### src/rtl/zsr_pkg.sv
// ----------------------------------------------------------------------------
// zsr_pkg
// Types and constants shared by the Zernike subpixel edge refinement core.
// ----------------------------------------------------------------------------
`default_nettype none

package zsr_pkg;

    localparam int WINDOW_SIZE_DEF = 7;
    localparam int N_PIX    = 7;
    localparam int W_CXY    = 12;
    localparam int W_PIX    = 8;
    localparam int W_MAB    = 16;
    localparam int W_MC     = 18;
    localparam int W_DIM    = 13;
    localparam int W_THR    = 16;
    localparam int W_LIM    = 11;
    localparam int W_CFG    = 16;
    localparam int W_CFGIDX = 2;
    localparam int W_SUB    = 20;
    localparam int W_ROW    = 3;

    localparam logic [W_DIM-1:0] WIDTH_RST  = 13'd640;
    localparam logic [W_DIM-1:0] HEIGHT_RST = 13'd480;
    localparam logic [W_THR-1:0] THR_RST    = 16'd10;
    localparam logic [W_LIM-1:0] LIMIT_RST  = 11'd410;

    typedef enum logic [1:0] {
        ST_ACCEPT = 2'd0,
        ST_BORDER = 2'd1,
        ST_WEAK   = 2'd2,
        ST_FAR    = 2'd3
    } t_status;

    typedef enum logic [W_CFGIDX-1:0] {
        CFG_WIDTH  = 2'd0,
        CFG_HEIGHT = 2'd1,
        CFG_THR    = 2'd2,
        CFG_LIMIT  = 2'd3
    } t_cfg_idx;

    typedef struct packed {
        logic [W_CXY-1:0] center_x;
        logic [W_CXY-1:0] center_y;
        logic [W_PIX-1:0] pixel_0;
        logic [W_PIX-1:0] pixel_1;
        logic [W_PIX-1:0] pixel_2;
        logic [W_PIX-1:0] pixel_3;
        logic [W_PIX-1:0] pixel_4;
        logic [W_PIX-1:0] pixel_5;
        logic [W_PIX-1:0] pixel_6;
        logic             last_row;
    } t_in_req;

    typedef struct packed {
        t_status          status;
        logic [W_SUB-1:0] sub_x;
        logic [W_SUB-1:0] sub_y;
    } t_out_req;

    typedef struct packed {
        logic signed [W_MAB-1:0] a;
        logic signed [W_MAB-1:0] b;
        logic signed [W_MC-1:0]  c;
        logic [W_CXY-1:0]        cx;
        logic [W_CXY-1:0]        cy;
    } t_moments;

    typedef struct packed {
        logic [W_DIM-1:0] width;
        logic [W_DIM-1:0] height;
        logic [W_THR-1:0] thr;
        logic [W_LIM-1:0] limit;
    } t_cfg;

endpackage

`default_nettype wire

### src/rtl/zsr_lane.sv
// ----------------------------------------------------------------------------
// zsr_lane
// Moment contributions of one window column for the current row.
// ----------------------------------------------------------------------------
`default_nettype none

module zsr_lane
    import zsr_pkg::*;
#(
    parameter int WINDOW_SIZE = WINDOW_SIZE_DEF,
    parameter int COL         = 0
) (
    input  wire logic [W_PIX-1:0]      i_pix,
    input  wire logic [W_ROW-1:0]      i_row,
    output logic signed [W_MC-1:0]     o_ca,
    output logic signed [W_MC-1:0]     o_cb,
    output logic signed [W_MC-1:0]     o_cc
);

    localparam int H = WINDOW_SIZE / 2;
    localparam logic signed [4:0] DX  = 5'(COL - H);
    localparam logic signed [9:0] HSQ = 10'(H * H);
    localparam logic signed [9:0] DX2 = 10'((COL - H) * (COL - H));

    logic signed [4:0]  dy;
    logic signed [9:0]  r2;
    logic signed [9:0]  coef;
    logic signed [9:0]  g;
    logic               in_disc;

    always_comb begin
        dy      = signed'({2'b00, i_row}) - 5'(H);
        r2      = DX2 + 10'(dy * dy);
        coef    = 10'(r2 * 2) - HSQ;
        g       = signed'({2'b00, i_pix});
        in_disc = (r2 <= HSQ) && ({1'b0, i_row} < 4'(WINDOW_SIZE));
        o_ca    = in_disc ? W_MC'(g * DX) : '0;
        o_cb    = in_disc ? W_MC'(g * (-dy)) : '0;
        o_cc    = in_disc ? W_MC'(g * coef) : '0;
    end

endmodule

`default_nettype wire

### src/rtl/zsr_accum.sv
// ----------------------------------------------------------------------------
// zsr_accum
// Parallel column lanes, merge adder and the running window moments.
// ----------------------------------------------------------------------------
`default_nettype none

module zsr_accum
    import zsr_pkg::*;
#(
    parameter int WINDOW_SIZE = WINDOW_SIZE_DEF
) (
    input  wire logic i_clk,
    input  wire logic i_rst_n,
    input  wire logic i_acc,
    input  wire t_in_req i_req,
    output t_moments o_mom
);

    logic [W_PIX-1:0]       pix [N_PIX];
    logic signed [W_MC-1:0] ca  [N_PIX];
    logic signed [W_MC-1:0] cb  [N_PIX];
    logic signed [W_MC-1:0] cc  [N_PIX];
    logic signed [W_MAB-1:0] r_a, n_a;
    logic signed [W_MAB-1:0] r_b, n_b;
    logic signed [W_MC-1:0]  r_c, n_c;
    logic [W_ROW-1:0]        r_row;
    logic signed [W_MC-1:0]  sa, sb, sc;

    always_comb begin
        pix[0] = i_req.pixel_0;
        pix[1] = i_req.pixel_1;
        pix[2] = i_req.pixel_2;
        pix[3] = i_req.pixel_3;
        pix[4] = i_req.pixel_4;
        pix[5] = i_req.pixel_5;
        pix[6] = i_req.pixel_6;
    end

    for (genvar j = 0; j < N_PIX; j++) begin : g_lane
        if (j < WINDOW_SIZE) begin : g_on
            zsr_lane #(
                .WINDOW_SIZE (WINDOW_SIZE),
                .COL         (j)
            ) u_lane (
                .i_pix (pix[j]),
                .i_row (r_row),
                .o_ca  (ca[j]),
                .o_cb  (cb[j]),
                .o_cc  (cc[j])
            );
        end else begin : g_off
            assign ca[j] = '0;
            assign cb[j] = '0;
            assign cc[j] = '0;
        end
    end

    // merge the lanes into the running moments
    always_comb begin
        sa = W_MC'(r_a);
        sb = W_MC'(r_b);
        sc = r_c;
        for (int j = 0; j < N_PIX; j++) begin
            sa = sa + ca[j];
            sb = sb + cb[j];
            sc = sc + cc[j];
        end
        n_a = sa[W_MAB-1:0];
        n_b = sb[W_MAB-1:0];
        n_c = sc;
        o_mom.a  = n_a;
        o_mom.b  = n_b;
        o_mom.c  = n_c;
        o_mom.cx = i_req.center_x;
        o_mom.cy = i_req.center_y;
    end

    always_ff @(posedge i_clk) begin
        if (!i_rst_n) begin
            r_a   <= '0;
            r_b   <= '0;
            r_c   <= '0;
            r_row <= '0;
        end else if (i_acc) begin
            if (i_req.last_row) begin
                r_a   <= '0;
                r_b   <= '0;
                r_c   <= '0;
                r_row <= '0;
            end else begin
                r_a <= n_a;
                r_b <= n_b;
                r_c <= n_c;
                if (r_row != '1) begin
                    r_row <= r_row + 1'b1;
                end
            end
        end
    end

endmodule

`default_nettype wire

### config.mk
export PLATFORM = sky130hd
export DESIGN_NAME = zsr_accum
export DESIGN_NICKNAME = d
export VERILOG_FILES = /design/src/rtl/zsr_pkg.sv /design/src/rtl/zsr_lane.sv /design/src/rtl/zsr_accum.sv
export SDC_FILE = /design/constraint.sdc
export NUM_CORES = 2
export LEC_CHECK = 0
export BUFFER_PORTS_ARGS = -buffer_cell sky130_fd_sc_hd__buf_2
export CAP_MARGIN = 20
export CORE_MARGIN = 1.5
export CORE_UTILIZATION = 35
export DETAILED_ROUTE_END_ITERATION = 10
export MAX_ROUTING_LAYER = met4
export PLACE_DENSITY = 0.46
export SETUP_SLACK_MARGIN = 0.2
export SYNTH_ARGS = -nofsm -noshare
export SYNTH_HDL_FRONTEND = slang
export SYNTH_SLANG_ARGS = --single-unit
export TNS_END_PERCENT = 30
### constraint.sdc
create_clock -name i_clk -period 17.6 [get_ports i_clk]
set_input_delay 0.88 -clock i_clk [delete_from_list [all_inputs] [get_ports i_clk]]
set_output_delay 0.88 -clock i_clk [all_outputs]
set_load 0.01 [all_outputs]
== Yosys cells after proc, flatten, opt, wreduce, memory -nomap -nowiden ==
Index checks and enable logic that the tools add are counted.
Word-level totals
  flip-flop bits (word level): 53
  input port bits: 84
  logic and storage cells: 90
Cells by class
  $add $sub $neg: 32
  multipliers: 17
  magnitude comparators: 5
  equal/unequal tests: 1
  multiplexer cells: 25
  reduce and logical (&&, ||, !) cells: 6
Operators by type and width (number)
  16-bit two-way mux: 13
  16-bit adder: 11
  18-bit two-way mux: 8
  18-bit adder: 7
  9-bit by 10-bit multiplier with 18-bit output: 7
  9-bit by 18-bit multiplier with 16-bit output: 7
  10-bit by 5-bit less-or-equal comparator with 1-bit output, second input constant: 4
  10-bit by 5-bit subtractor with 10-bit output, second input constant: 4
  4-bit negation with 18-bit output: 1
  16-bit by 10-bit adder with 16-bit output: 1
  16-bit by 9-bit adder with 16-bit output: 1
  8-bit negation with 16-bit output: 1
  8-bit negation with 15-bit output: 1
  9-bit by 3-bit multiplier with 12-bit output, second input constant: 1
  2-bit by 10-bit adder with 10-bit output, first input constant: 1
  4-bit by 10-bit adder with 10-bit output, first input constant: 1
  5-bit by 10-bit adder with 10-bit output, first input constant: 1
  8-bit by 2-bit multiplier with 10-bit output, second input constant: 1
  9-bit two-way mux: 1
  4-bit by 4-bit multiplier with 8-bit output: 1
  8-bit two-way mux: 1
  3-bit two-way mux: 2
  1-bit logical AND: 4
  3-bit by 2-bit subtractor with 4-bit output, second input constant: 1
  5 further kinds: 5

== Depth between registers and ports, before layout ==
  depth in word-level cells: 14
  gate-level depth with buffers: 55
  mapped depth without buffers: 52

== Cells and area by module ==
A second synthesis with hierarchy kept.
Unflattened totals
  cell total of the unflattened synthesis: 7214
  area, all modules: 61764.2 µm²
By module, submodules not included
  zsr_accum: instances 1, cells each 1368, area each 12017.8 µm², sequential area each 1061.0 µm²
  zsr_lane (g_lane[0].g_on.u_lane): instances 1, cells each 881, area each 7384.6 µm², sequential area each 0.0 µm²
  zsr_lane (g_lane[6].g_on.u_lane): instances 1, cells each 868, area each 7328.3 µm², sequential area each 0.0 µm²
  zsr_lane (g_lane[1].g_on.u_lane): instances 1, cells each 862, area each 7233.2 µm², sequential area each 0.0 µm²
  zsr_lane (g_lane[5].g_on.u_lane): instances 1, cells each 832, area each 7101.8 µm², sequential area each 0.0 µm²
  zsr_lane (g_lane[2].g_on.u_lane): instances 1, cells each 812, area each 6935.4 µm², sequential area each 0.0 µm²
  zsr_lane (g_lane[3].g_on.u_lane): instances 1, cells each 796, area each 6922.9 µm², sequential area each 0.0 µm²
  zsr_lane (g_lane[4].g_on.u_lane): instances 1, cells each 795, area each 6840.3 µm², sequential area each 0.0 µm²

== Worst setup path after synthesis ==
No wires, ideal clock.
  kind: register to output
  start point: reg r_row[0]
  end point: out o_mom[41] in the netlist's numbering
  arrival: 12091 ps
  required time: 16720 ps
  slack: 4629 ps
  stages on the path, launching flop included: 53
  buffers on the path: 3
  cell sequence: dfxtp_1 > clkinv_1 > ha_1 > buf_2 > and2_1 > ha_1 > xor2_1 > fa_1 > ha_1 > ha_1 > a21o_1 > a21oi_4 > xor2_2 > or3_1 > buf_2 > o221ai_4 > nand2_1 > mux2i_1 > [17 not listed] > a21oi_1 > xnor2_1 > nand2_1 > fa_1 > inv_1 > fa_1 > fa_1 > inv_1 > fa_1 > inv_1 > ha_1 > a21oi_1 > a21oi_1 > a21o_1 > a21oi_1 > xnor2_1 > xnor3_1 > xnor3_1
RTL lines
  start, declared: line zsr_accum.sv:26  | logic [W_ROW-1:0] r_row;
  start signal, assigned: line zsr_accum.sv:95  | r_row <= r_row + 1'b1;
  end, declared: line zsr_accum.sv:16  | output t_moments o_mom

==> flow_summary.ini <==
[outcome]
outcome = complete, no violations

[clocking]
clk_pin_slew_ps = 100
cts-root-buf = clkbuf_16
clockBufferDepth = 2
clk_latency_ps = 360
ctsHoldBuffers = 0
ctsResizeCount = 0
cts_tree = yes
cts_sinks = 53
cts_setup_buffers = 0
numCtsBuffers = 5
h-tree-depth = 2

[route]
drtAntennaViolNets = 0
avgRoutedWirePerCell_um = 20.9
first_pass_iters = 5
vias = 36200
via_per_inst = 4.75
routed_wl_um = 160000
first_iter_violations = 1818
drc = 0

[min_path]
holdPathStages = 2
min_from = r_a[14]$_SDFFE_PN0P_
holdPathEnd = r_a[14]$_SDFFE_PN0P_
hp-class = register to register

[floorplan]
die_h_um = 385
ios = 158
rows = 139
chipWidth_um = 385
core_area_um2 = 144000
start_util_pct = 35.4
die_area_um2 = 148000

[setup_path]
r2r_cells = 51
worstPathRequired_ps = 16720
worstPathArrival_ps = 14560
cp-startpoint = r_row[0]$_SDFFE_PN0P_
crit_slowest_cell = fa_1
reg2reg_slack_ps = 3260
cpPeakStageDelay_ps = 850
path_max_fanout = 56
crit_top_cell = fa_1
r2r_start = r_row[0]$_SDFFE_PN0P_
critPathKind = register to primary output
cp-start-kind = register
r2r-end = r_c[17]$_SDFFE_PN0P_
crit_path_end_kind = primary output

[synthesis]
synth_top_area_share_pct = 42.5
syn-num-nets = 7564
synth_ff_type = dfxtp_1
synth.distinct_cells = 82
ys_ff_latch = 53
synthTopCellsByArea = fa_1 42%, ha_1 15%, inv_1 11%
ys_warn_count = 0
yosysTopAreaCell = fa_1
synth_area_um2 = 50900
async_reset_ff_share_pct = 0
synth-seq-area-share_pct = 2.08
avgSynthCellArea_um2 = 8.80
synthCells = 5792
synth-edff-count = 0

[sta]
max_freq_mhz = 64.8
setup_viol = 0
setup_tns_ps = 0
final_hold_viol_count = 0
setup_slack_ps = 2160
tightest_slew_ps = 979
maxSlewViolCount = 0
finClkSkew_ps = 17.8
slew_headroom_pct = 34.7
layout_min_cycle_time_ps = 15440
rsz0062_at_grt = false
timing.final.crit_share_pct = 87.7

[global_route]
grt-busiest-layer = met2
met1_usage_pct = 31.0
grt-ovfl-total = 0
grt_pass1_vias = 39500
grt_use_met2_pct = 38.0
met3_usage_pct = 1.71
grt_max_degree = 57
track_usage_pct = 23.0
antenna_found_initial = 13
grt_pass1_wl_um = 246000

[placed_design]
dpl.cell_count = 7619
dpl.hpwl_um = 134000
numPortBuffers = 109
preCtsSetupSlack_ps = 2500
finalWeightedCongestion = 0.858

[job]
maxCapViolations = 0

[layout]
drive_gt1_share_pct = 3.48
layout_common_cells = 1,439 x inv_1, 1,081 x fa_1, 604 x ha_1
layout_commonest_cell = inv_1
area_delta_synth_final_pct = 5.03
fin_cells = 7631
nNetsFinal = 7495
[worst max-delay path: cells and delay by family (launching register included)]
| kind | cells | cell delay, ps |
|---|---|---|
| AO/OA/AOI/OAI | 10 | 1740 |
| XOR/XNOR | 6 | 1190 |
| adder cells (fa/ha/maj) | 16 | 7480 |
| buffers and inverters | 10 | 1360 |
| flip-flops | 1 | 800 |
| multiplexers | 1 | 150 |
| AND/OR/NAND/NOR | 7 | 1430 |
[registers in the layout, summed over array words and instances (netlist names)]
name and cells:
r_a 16, r_b 16, r_c 18, r_row 3
[per-layer routing]
metal | wire length, µm | vias up
met2 | 76600 | 563
met1 | 74500 | 18500
li1 | - | 17000
met3 | 5080 | 99
met4 | 3400 | 0
met5 | 0 | -
[cell families (layout without fill, tap and decap cells)]
logic type / Yosys count / in the layout / synth area share [%]
AOI/OAI and AO/OA: 467 / 467 / 5.97
xor gates and xnor gates: 370 / 370 / 6.61
adders and majority gates: 1688 / 1688 / 57.4
buffers and inverters: 1667 / 1599 / 12.5
DFF: 53 / 53 / 2.08
muxes: 4 / 4 / 0.106
other: 0 / 4 / 0
and+or+nand+nor: 1543 / 1543 / 15.3
[cell type report]
cell class                 instances  area (µm²)
clock buffer                       5         125
clock inverter                     3        65.1
timing repair buffer             148         838
inverter                        1443        5420
tap                             1903        2380
fill                           15000       90500
sequential                        53        1060
antenna                            4        10.0
multi-input combinational       4072       43600
[how the worst max path moves through the flow]
stage	to	slack [ps]
floorplan	o_mom[41]	4630
global placement	o_mom[41]	2670
detailed placement	o_mom[41]	2500
CTS	o_mom[41]	2090
global route	o_mom[41]	1310
finish	o_mom[41]	2160
[synth_stat cells (all sizes together) (8+ instances only)]
cell and count:
a21oi 176, nand2 478, nor3 51, o21a 15, dfxtp 53, a31oi 8
ha 607, nand3 20, nor2b 197, xnor2 281, and3 19, a22oi 33
xor2 82, a21o 46, nor2 235, nand2b 114, nor4 10, fa 1081
o21bai 56, clkbuf 181, or3 16, a211oi 11, o21ai 64, buf 43
inv 1439, and2 383
[through the flow]
step	util [%]	hold slack [ps]	area [µm²]
after global placement	37.0	497	53300
final	37.2	512	53500
after global routing	37.2	554	53500
after floorplan	-	476	50900
after detailed placement	37.0	497	53300
after CTS	37.1	511	53500
Power is not shown: default switching activity piles up to over one toggle a cycle in this logic, so the estimate is an artifact.
